===== src/rtl/core/psd_pkg.sv =====
// ----------------------------------------------------------------------------
// psd_pkg: shared constants and a helper for the priority scheduler
// Thread count, mask widths, command codes and the mask bit helper.
// ----------------------------------------------------------------------------
package psd_pkg;

    // number of priority levels, idle included (range 2..32)
    localparam int THREADS = 32;
    // non-idle priorities, one mask bit and one delay counter each
    localparam int SLOTS   = THREADS - 1;
    localparam int ADDR_W  = (SLOTS > 1) ? $clog2(SLOTS) : 1;
    localparam int PRIO_W  = 5;
    localparam int TICK_W  = 32;
    localparam int CMD_W   = 2;

    // command codes
    localparam logic [CMD_W-1:0] CMD_START = 2'd0;
    localparam logic [CMD_W-1:0] CMD_DELAY = 2'd1;
    localparam logic [CMD_W-1:0] CMD_TICK  = 2'd2;

    // mask bit of priority p (1..); zero for the idle priority
    function automatic logic [SLOTS-1:0] bit_for(input logic [PRIO_W-1:0] p);
        logic [SLOTS-1:0] m;
        m = '0;
        if (p != '0)
        begin
            m = SLOTS'(1) << (p - PRIO_W'(1));
        end
        return m;
    endfunction

endpackage


===== src/rtl/core/psd_ram.sv =====
// ----------------------------------------------------------------------------
// psd_ram: generic simple dual-port RAM
// One write port and one read port, read data registered.
// ----------------------------------------------------------------------------
module psd_ram #(
    parameter int WIDTH = 32,
    parameter int DEPTH = 31
) (
    input  logic                                   clk,
    input  logic                                   wr_en,
    input  logic [((DEPTH > 1) ? $clog2(DEPTH) : 1)-1:0] wr_addr,
    input  logic [WIDTH-1:0]                       wr_data,
    input  logic                                   rd_en,
    input  logic [((DEPTH > 1) ? $clog2(DEPTH) : 1)-1:0] rd_addr,
    output logic [WIDTH-1:0]                       rd_data
);

    logic [WIDTH-1:0] mem [DEPTH];

    // write and registered read
    always_ff @(posedge clk)
    begin
        if (wr_en)
        begin
            mem[wr_addr] <= wr_data;
        end
        if (rd_en)
        begin
            rd_data <= mem[rd_addr];
        end
    end

endmodule


===== src/rtl/core/priority_scheduler_with_delays_core.sv =====
// ----------------------------------------------------------------------------
// priority_scheduler_with_delays_core: bitmask thread scheduler
// Ready/delayed/used masks in registers, per-priority delay counters in RAM.
// ----------------------------------------------------------------------------
// Usage:
//   Request channel (req_valid/req_stall) carries one command item: cmd,
//   thread_prio (start) and delay_ticks (delay). Response channel
//   (rsp_valid/rsp_stall) returns one item per command: next_thread,
//   switch_request and error.
//   One item is in work at a time; req_stall is high while it is processed.
//   Start, delay and unknown commands pass through the exec and select steps
//   before the response is registered; no new item is taken until then.
//   A tick sweeps the delay counter RAM one entry per cycle, pipelined over
//   its registered read, from the top entry down to entry 0, then passes
//   through a last step before select; only then is the next item taken.
//   The sweep length is set by the single RAM read port.
//   A finished response sits in an output register; the next request is
//   accepted while it waits. If the receiver still stalls when the next
//   result is ready, the block holds in its select step until it is taken.
//   Reset clears masks, current thread and handshakes; only idle is used.
//   Delay counter contents are undefined after reset and are used only for
//   delayed threads, which always have a written counter.
// ----------------------------------------------------------------------------
module priority_scheduler_with_delays_core (
    input  logic                            clk,
    input  logic                            rst_n,
    input  logic                            req_valid,
    output logic                            req_stall,
    input  logic [psd_pkg::CMD_W-1:0]       cmd,
    input  logic [psd_pkg::PRIO_W-1:0]      thread_prio,
    input  logic [psd_pkg::TICK_W-1:0]      delay_ticks,
    output logic                            rsp_valid,
    input  logic                            rsp_stall,
    output logic [psd_pkg::PRIO_W-1:0]      next_thread,
    output logic                            switch_request,
    output logic                            error
);

    typedef enum logic [2:0] {
        ST_IDLE,
        ST_EXEC,
        ST_TICK,
        ST_TICK_LAST,
        ST_SELECT
    } state_t;

    state_t                            state_reg;
    logic [psd_pkg::CMD_W-1:0]         cmd_reg;
    logic [psd_pkg::PRIO_W-1:0]        prio_reg;
    logic [psd_pkg::TICK_W-1:0]        ticks_reg;
    logic                              err_reg;
    logic [psd_pkg::SLOTS-1:0]         ready_reg;
    logic [psd_pkg::SLOTS-1:0]         delayed_reg;
    logic [psd_pkg::THREADS-1:0]       used_reg;
    logic [psd_pkg::PRIO_W-1:0]        current_reg;
    logic                              current_valid_reg;
    logic [psd_pkg::ADDR_W-1:0]        idx_reg;
    logic                              proc_valid_reg;
    logic [psd_pkg::ADDR_W-1:0]        proc_idx_reg;
    logic                              rsp_valid_reg;
    logic [psd_pkg::PRIO_W-1:0]        next_thread_reg;
    logic                              switch_reg;
    logic                              error_reg;

    logic                              ram_wr_en;
    logic [psd_pkg::ADDR_W-1:0]        ram_wr_addr;
    logic [psd_pkg::TICK_W-1:0]        ram_wr_data;
    logic                              ram_rd_en;
    logic [psd_pkg::TICK_W-1:0]        ram_rd_data;
    logic [psd_pkg::TICK_W-1:0]        dec_count;
    logic                              proc_hit;
    logic [psd_pkg::SLOTS-1:0]         proc_bit;
    logic [psd_pkg::PRIO_W-1:0]        sel_prio;
    logic                              start_ok;
    logic                              delay_ok;
    logic                              rsp_free;

    // delay counter store
    psd_ram #(
        .WIDTH (psd_pkg::TICK_W),
        .DEPTH (psd_pkg::SLOTS)
    ) u_count_ram (
        .clk     (clk),
        .wr_en   (ram_wr_en),
        .wr_addr (ram_wr_addr),
        .wr_data (ram_wr_data),
        .rd_en   (ram_rd_en),
        .rd_addr (idx_reg),
        .rd_data (ram_rd_data)
    );

    // command checks
    always_comb
    begin
        start_ok = ({1'b0, prio_reg} < (psd_pkg::PRIO_W + 1)'(psd_pkg::THREADS))
                   && ((used_reg & (psd_pkg::THREADS'(1) << prio_reg)) == '0);
        delay_ok = current_valid_reg && (current_reg != '0);
    end

    // tick sweep: decrement the entry read last cycle
    always_comb
    begin
        dec_count = ram_rd_data - psd_pkg::TICK_W'(1);
        proc_hit  = proc_valid_reg && delayed_reg[proc_idx_reg];
        proc_bit  = psd_pkg::SLOTS'(1) << proc_idx_reg;
        ram_rd_en = (state_reg == ST_TICK);
    end

    // RAM write port: delay command or tick write-back
    always_comb
    begin
        ram_wr_en   = 1'b0;
        ram_wr_addr = proc_idx_reg;
        ram_wr_data = dec_count;
        if (proc_hit)
        begin
            ram_wr_en = 1'b1;
        end
        else if (state_reg == ST_EXEC && cmd_reg == psd_pkg::CMD_DELAY && delay_ok)
        begin
            ram_wr_en   = 1'b1;
            ram_wr_addr = psd_pkg::ADDR_W'(current_reg - psd_pkg::PRIO_W'(1));
            ram_wr_data = (ticks_reg == '0) ? psd_pkg::TICK_W'(1) : ticks_reg;
        end
    end

    // pick the highest ready priority
    always_comb
    begin
        sel_prio = '0;
        for (int i = 0; i < psd_pkg::SLOTS; i++)
        begin
            if (ready_reg[i])
            begin
                sel_prio = psd_pkg::PRIO_W'(i + 1);
            end
        end
    end

    assign rsp_free       = !rsp_valid_reg || !rsp_stall;
    assign req_stall      = (state_reg != ST_IDLE);
    assign rsp_valid      = rsp_valid_reg;
    assign next_thread    = next_thread_reg;
    assign switch_request = switch_reg;
    assign error          = error_reg;

    // control sequencer, masks and response register
    always_ff @(posedge clk or negedge rst_n)
    begin
        if (!rst_n)
        begin
            state_reg         <= ST_IDLE;
            cmd_reg           <= psd_pkg::CMD_START;
            prio_reg          <= '0;
            ticks_reg         <= '0;
            ready_reg         <= '0;
            delayed_reg       <= '0;
            used_reg          <= psd_pkg::THREADS'(1);
            current_reg       <= '0;
            current_valid_reg <= 1'b0;
            proc_valid_reg    <= 1'b0;
            proc_idx_reg      <= '0;
            rsp_valid_reg     <= 1'b0;
            next_thread_reg   <= '0;
            switch_reg        <= 1'b0;
            error_reg         <= 1'b0;
            idx_reg           <= '0;
            err_reg           <= 1'b0;
        end
        else
        begin
            // drop a taken response
            if (rsp_valid_reg && !rsp_stall)
            begin
                rsp_valid_reg <= 1'b0;
            end

            // apply the tick write-back to the masks
            proc_valid_reg <= 1'b0;
            if (proc_hit && dec_count == '0)
            begin
                ready_reg   <= ready_reg | proc_bit;
                delayed_reg <= delayed_reg & ~proc_bit;
            end

            case (state_reg)
                ST_IDLE:
                begin
                    if (req_valid)
                    begin
                        cmd_reg   <= cmd;
                        prio_reg  <= thread_prio;
                        ticks_reg <= delay_ticks;
                        state_reg <= ST_EXEC;
                    end
                end
                ST_EXEC:
                begin
                    err_reg   <= 1'b0;
                    state_reg <= ST_SELECT;
                    case (cmd_reg)
                        psd_pkg::CMD_START:
                        begin
                            if (start_ok)
                            begin
                                used_reg  <= used_reg | (psd_pkg::THREADS'(1) << prio_reg);
                                ready_reg <= ready_reg | psd_pkg::bit_for(prio_reg);
                            end
                            else
                            begin
                                err_reg <= 1'b1;
                            end
                        end
                        psd_pkg::CMD_DELAY:
                        begin
                            if (delay_ok)
                            begin
                                ready_reg   <= ready_reg & ~psd_pkg::bit_for(current_reg);
                                delayed_reg <= delayed_reg | psd_pkg::bit_for(current_reg);
                            end
                            else
                            begin
                                err_reg <= 1'b1;
                            end
                        end
                        psd_pkg::CMD_TICK:
                        begin
                            idx_reg   <= psd_pkg::ADDR_W'(psd_pkg::SLOTS - 1);
                            state_reg <= ST_TICK;
                        end
                        default:
                        begin
                            state_reg <= ST_SELECT;
                        end
                    endcase
                end
                ST_TICK:
                begin
                    // read one counter, process it next cycle
                    proc_valid_reg <= 1'b1;
                    proc_idx_reg   <= idx_reg;
                    if (idx_reg == '0)
                    begin
                        state_reg <= ST_TICK_LAST;
                    end
                    else
                    begin
                        idx_reg <= idx_reg - psd_pkg::ADDR_W'(1);
                    end
                end
                ST_TICK_LAST:
                begin
                    state_reg <= ST_SELECT;
                end
                ST_SELECT:
                begin
                    // hold until the response register is free
                    if (rsp_free)
                    begin
                        rsp_valid_reg     <= 1'b1;
                        next_thread_reg   <= sel_prio;
                        switch_reg        <= !current_valid_reg || (sel_prio != current_reg);
                        error_reg         <= err_reg;
                        current_reg       <= sel_prio;
                        current_valid_reg <= 1'b1;
                        state_reg         <= ST_IDLE;
                    end
                end
                default:
                begin
                    state_reg <= ST_IDLE;
                end
            endcase
        end
    end

    // a thread is never ready and delayed at once
    a_ready_delayed_excl: assert property (@(posedge clk) disable iff (!rst_n)
        (ready_reg & delayed_reg) == '0)
        else $error("thread both ready and delayed");

    // counter writes stay inside the store
    a_wr_addr_range: assert property (@(posedge clk) disable iff (!rst_n)
        ram_wr_en |-> ({1'b0, ram_wr_addr} < (psd_pkg::ADDR_W + 1)'(psd_pkg::SLOTS)))
        else $error("counter write out of range");

    // a selected thread has been started
    a_next_used: assert property (@(posedge clk) disable iff (!rst_n)
        rsp_valid_reg |-> ((used_reg & (psd_pkg::THREADS'(1) << next_thread_reg)) != '0))
        else $error("selected thread never started");

    // every delayed thread has been started
    a_delayed_used: assert property (@(posedge clk) disable iff (!rst_n)
        (delayed_reg & ~used_reg[psd_pkg::THREADS-1:1]) == '0)
        else $error("delayed thread not started");

endmodule

===== config.mk =====
export PLATFORM = sky130hd
export DESIGN_NAME = priority_scheduler_with_delays_core
export DESIGN_NICKNAME = d
export VERILOG_FILES = /design/src/rtl/core/psd_pkg.sv /design/src/rtl/core/psd_ram.sv /design/src/rtl/core/priority_scheduler_with_delays_core.sv
export SDC_FILE = /design/constraint.sdc
export NUM_CORES = 2
export LEC_CHECK = 0
export ABC_AREA = 1
export ABC_CLOCK_PERIOD_IN_PS = 8700
export BUFFER_PORTS_ARGS = -buffer_cell sky130_fd_sc_hd__buf_2
export CELL_PAD_IN_SITES_DETAIL_PLACEMENT = 1
export CELL_PAD_IN_SITES_GLOBAL_PLACEMENT = 2
export CORE_MARGIN = 2
export CORE_UTILIZATION = 40
export CTS_BUF_LIST = sky130_fd_sc_hd__clkbuf_8 sky130_fd_sc_hd__clkbuf_16
export DETAILED_ROUTE_END_ITERATION = 12
export PLACE_DENSITY_LB_ADDON = 0.1
export SLEW_MARGIN = 20
export SYNTH_ARGS = -nofsm -noshare
export SYNTH_HDL_FRONTEND = slang
export SYNTH_SLANG_ARGS = --single-unit

===== constraint.sdc =====
create_clock -name clk -period 8.7 [get_ports clk]
set_input_delay 0.87 -clock clk [delete_from_list [all_inputs] [get_ports clk]]
set_output_delay 0.87 -clock clk [all_outputs]
set_load 0.01 [all_outputs]

* After elaboration in Yosys (flattened, before gate mapping) *
Memory sizes are Yosys's and may differ from the RTL's. A register that Yosys moved wholly into a read port is not among the register bits.
Cells that the tools add are included.

operators by class
  shift-type cells = 4
  add/sub/neg operators = 4
  mux-type cells = 74
  divide/modulo/power cells = 0
  multiply operators = 0
  eq/ne operators = 12
  bitwise logic cells = 9
  reductions and logical operators = 26
  order comparisons = 1

operators with widths
  cell                                                 count
  2-to-1 mux 31 bit                                    16
  2-to-1 mux 5 bit                                     32
  logical NOT 32 bit                                   3
  2-to-1 mux 32 bit                                    3
  bitwise OR 31 bit                                    3
  << shifter 1 x 5 -> 31 bit, first input constant     3
  bitwise AND 31 bit                                   2
  NOT 31 bit                                           2
  one-hot mux 31 bit (2 select lines)                  1
  bitwise AND 32 bit                                   1
  bitwise OR 32 bit                                    1
  << shifter 1 x 5 -> 32 bit, first input constant     1
  subtractor 32 x 1 -> 32 bit, second input constant   1
  one-hot mux 3 bit (5 select lines)                   1
  subtractor 5 x 1 -> 5 bit, second input constant     3
  2-to-1 mux 1 bit                                     12
  2-to-1 mux 3 bit                                     4
  one-hot mux 5 bit (2 select lines)                   1
  nonzero test 5 bit                                   2
  AND reduction 3 bit                                  3
  equality test 3 x 2 -> 1 bit, second input constant  2
  logical AND 1 bit                                    6
  < comparator 5 x 6 -> 1 bit, second input constant   1
  inequality test 2 bit, second input constant         3
  other kinds (17)                                     23

storage, ports and cells
  memory bits (writable) = 992
  bits in read-only memories = 0
  bits in latches = 0
  register bits = 157
  memories = 1
  output and inout port bits = 9

memories
  memory           words  width  rd ports  clocked after Yosys merged registers in  wr ports  RTL line       text
  u_count_ram.mem  31     32     1         1                                        1         psd_ram.sv:18  logic [WIDTH-1:0] mem [DEPTH];

* Depth between registers and ports, before layout *
  depth in word-level cells = 33
  depth in mapped cells = 35
  depth with buffers taken out = 35

* Hierarchy *
Synthesis repeated with hierarchy kept, for this count alone.

unflattened totals
  cells, all modules = 4922
  area, all modules = 51323.0 µm²

modules (own cells, without submodules)
  module                               times used  area each (µm²)  cells an instance
  psd_ram                              1           40985.6          3407
  priority_scheduler_with_delays_core  1           10337.4          1515

* Worst setup path after synthesis *
Ideal clock, no wire load.

  path type = flip-flop to flip-flop
  from = register, netlist name next_thread[0]
  to = memory u_count_ram.mem[16][0], enable pin
  buffers on the path = 0
  library setup time = 0.421 ns
  slack = 4.442 ns
  cell stages (with the launch flop) = 16
  arrival = 3.837 ns
  data required time = 8.279 ns
  path through = dfrtp_1 inv_1 ha_1 inv_1 nor3_1 nand2_1 nand2_1 nor3_1 inv_1 nor2_1 clkinv_1 o21ai_0 inv_1 nor2_1 nand2_1 nor2_1

RTL lines
  element           RTL line
  end: declaration  psd_ram.sv:18

==> results.yml <==
logic_synthesis:
  ys.flop_type: "edfxtp_1"
  yosysWarnings: 0
  synth-async-reset-ratio_pct: 13.3
  ys_types: 59
  syn_nets: 4278
  synthCells: 4226
  ys_ff_latch: 1181
  synth-edff-count: 1024
  yosysSeqAreaShare_pct: 70.2
  syn-cell-area_um2: 49400
  avgSynthCellArea_um2: 11.7
timing:
  maxSlewViolCount: 0
  relSlewSlack_pct: 20.4
  hold_viol_final: 0
  period_needed_ns: 6.05
  setup_viol: 0
  finalClockSkew_ns: 0.0253
  rsz0062_at_grt: "no"
  worstMarginPinSlew_ns: 1.19
  fmax_mhz: 165
  fin_setup_tns_ns: 0
  period_share_pct: 69.5
finish:
  finalNetCount: 4311
  synthToLayoutAreaGrowth_pct: 14.8
  largest_register_ff_count: 992
  layout-drive-gt1-share_pct: 11.2
  top_register: "u_count_ram.mem"
  postLayoutCellArea_um2: 56700
  fin_cells: 5988
  final_util_pct: 46.4
route:
  post_drt_wl_per_cell_um: 27.7
  wirelength_mm: 166
  num_vias: 34272
  drc: 0
  viasPerCell: 5.72
  firstDrtPassIters: 6
  drt_iter0_markers: 3741
  drtAntennaViolNets: 0
power:
  p_seq_share_pct: 37.6
  switchingPower_uw: 7890
  pwr-share-comb_pct: 34.1
  power.internal_uw: 12000
  switching_share_pct: 39.6
  ir_worst_vdd_v: 0.000225
  power.density_nw_per_um2: 351
  p_leak_uw: 0.0199
  clockPowerShare_pct: 28.3
place:
  dp.cells: 5737
  portBuffers: 51
  postPlaceCellArea_um2: 52100
  globalplace.congestion: 0.887
  dpl.hpwl_mm: 105
die:
  die_x_um: 355
  num_io_pins: 52
  design.die.area_um2: 126000
  rows: 128
  start_util_pct: 40.4
  dieHeight_um: 355
  core_um2: 122000
clock_network:
  worstSkewPairLatency_ns: 0.77
  hold_buffers: 0
  clkSinkCount: 1181
  cts_htree_levels: 4
  cts_root_buf: "clkbuf_16"
  post_cts_buffers: 0
  cts_tree: "done"
  clk_path_buf_depth: 3
  clkSlewWorstSetupHoldPaths_ns: 0.06
  cts_resized: 0
  numCtsBuffers: 135
critical_path:
  cp.arrival_ns: 6.46
  path_class: "reg -> reg"
  cp_max_fo: 33
  crit_family: "simple AND/OR/NAND/NOR gates"
  cpMaxStageDelayCell: "nor2_4"
  start_kind: "register"
  worstPathRequired_ns: 9.11
  max_stage_delay_ns: 0.94
  end_kind: "register"
  crit_chain: "inv_1, ha_1, inv_1, nor3_1, nand2_1, nand2_1, nor3_2, buf_4, inv_1, buf_4, nor2_4, clkinv_1, buf_4, nand2_1, o21ai_0, inv_1, nand3_1, nor2_4, buf_4"
  path_buf_inv: 9
global_route:
  grt-ovfl-total: 0
  grt_pass1_wl_mm: 241
  track_usage_pct: 26.1
  grt_max_degree: 174
  antenna_found_initial: 12
  grt_pass1_vias: 34219
status:
  status: "completed"
hold_path:
  hold_path.class: "in -> async"
flow_run:
  maxCapViolCount: 0
==> kinds of logic (layout without fill, tap and decap cells) <==
group,count (synthesis),count (layout),synth area share [%]
other,0,3,0
adders and majority gates,9,9,0.228
muxes,26,26,0.592
AOI/OAI and AO/OA,1153,1153,13.7
and+or+nand+nor,1350,1350,11.1
DFF,1181,1181,70.2
xor gates and xnor gates,25,25,0.443
buffers and inverters,482,616,3.81
==> final cells by class <==
cell class / count / area, µm²
repair buffers: 145 / 1290
flip-flops and latches: 1181 / 34700
fillers: 12740 / 65500
diodes: 3 / 7.51
well taps: 1625 / 2030
inverters: 233 / 891
clock inverters: 93 / 836
clock buffers: 145 / 3540
multi-input cells: 2563 / 13400
==> worst reg2reg max path, stage by stage (launching register included) <==
cell	delay (ns)
dfrtp_1	0.49
inv_1	0.19
ha_1	0.25
inv_1	0.07
nor3_1	0.05
nand2_1	0.09
nand2_1	0.08
nor3_2	0.11
buf_4	0.36
inv_1	0.08
buf_4	0.25
nor2_4	0.52
clkinv_1	0.16
buf_4	0.30
nand2_1	0.12
o21ai_0	0.21
inv_1	0.14
nand3_1	0.75
nor2_4	0.95
buf_4	0.48
==> synth_stat cells (8+ instances only) <==
master / n / area [µm²]
inv_1: 221 / 830
mux2_2: 26 / 293
o221ai_1: 33 / 289
a31oi_1: 45 / 282
o21a_1: 19 / 143
nor2_1: 678 / 2540
xor2_1: 14 / 123
ha_1: 9 / 113
o211ai_1: 54 / 405
a21o_1: 11 / 82.6
nand2_1: 480 / 1800
buf_1: 12 / 45.0
a211oi_1: 11 / 82.6
a221oi_1: 29 / 254
a31o_1: 17 / 149
a21oi_1: 80 / 400
o31ai_1: 12 / 90.1
nor4_1: 16 / 100
dfrtp_1: 156 / 3900
clkbuf_1: 222 / 833
o21ai_0: 609 / 3050
clkinv_1: 9 / 33.8
o22ai_1: 194 / 1210
nor3_1: 10 / 50.1
edfxtp_1: 1024 / 30700
nand2_2: 24 / 150
nand4_1: 27 / 169
a22oi_1: 8 / 60.1
xnor2_1: 11 / 96.3
nand3_1: 96 / 480
==> cells in the final DEF, fill, tap and decap left out, types with 17 or more instances in the layout <==
master,Yosys,routed
clkinv_2,0,18
inv_1,221,238
o211ai_1,54,54
clkbuf_16,0,137
dfrtp_1,156,151
o21a_1,19,19
o21ai_0,609,582
a31o_1,17,17
buf_4,1,74
a221oi_1,29,29
nand2_1,480,479
buf_2,5,50
nand3_1,96,95
nor2_1,678,641
nand4_1,27,27
edfxtp_1,1024,1024
nand2_2,24,25
clkinv_1,9,33
o21ai_4,0,26
o22ai_1,194,194
a21oi_1,80,78
a31oi_1,45,45
nor2_4,6,41
mux2_2,26,26
o221ai_1,33,33
==> power by group through the flow <==
stage          Sequential [µW]  Combinational, µW  Clock (µW)
3_5_place_dp              7600               6660           0
3_3_place_gp              7590               6600           0
5_1_grt                   7530               7320        5940
6_report                  7490               6770        5630
2_1_floorplan             7440               3700           0
4_1_cts                   7490               6700        5740
==> path summary, 6_finish.rpt <==
path,startpoint,cells past startpoint,slack [ns],end
min in group clk,delay_ticks[20],2,0.34,ticks_reg[20]
worst max-delay path,next_thread[0],19,2.65,u_count_ram.mem[6][0]
worst max register to register,next_thread[0],19,2.65,u_count_ram.mem[6][0]
max in group asynchronous,rst_n,2,7.44,ready_reg[14]
worst min-delay path,rst_n,1,0.03,ticks_reg[2]
worst min register to register,used_reg[9],1,0.45,used_reg[9]
==> metrics by stage <==
step	worst slack, ns	power (µW)	hold slack, ns
2_1_floorplan	4.44	11100	0.427
3_3_place_gp	2.81	14200	0.438
3_5_place_dp	2.78	14300	0.445
4_1_cts	2.73	19900	0.00775
5_1_grt	2.39	20800	0.0370
6_report	2.65	19900	0.0312
==> layer usage <==
layer	up-vias	global-route usage, %	wire length (µm)
met1	17681	38.7	77600
met3	225	4.62	10500
met4	6	7.50	4310
met2	985	39.3	73700
li1	15375	-	-
met5	-	0	44
Power figures use the tool's default switching activity.
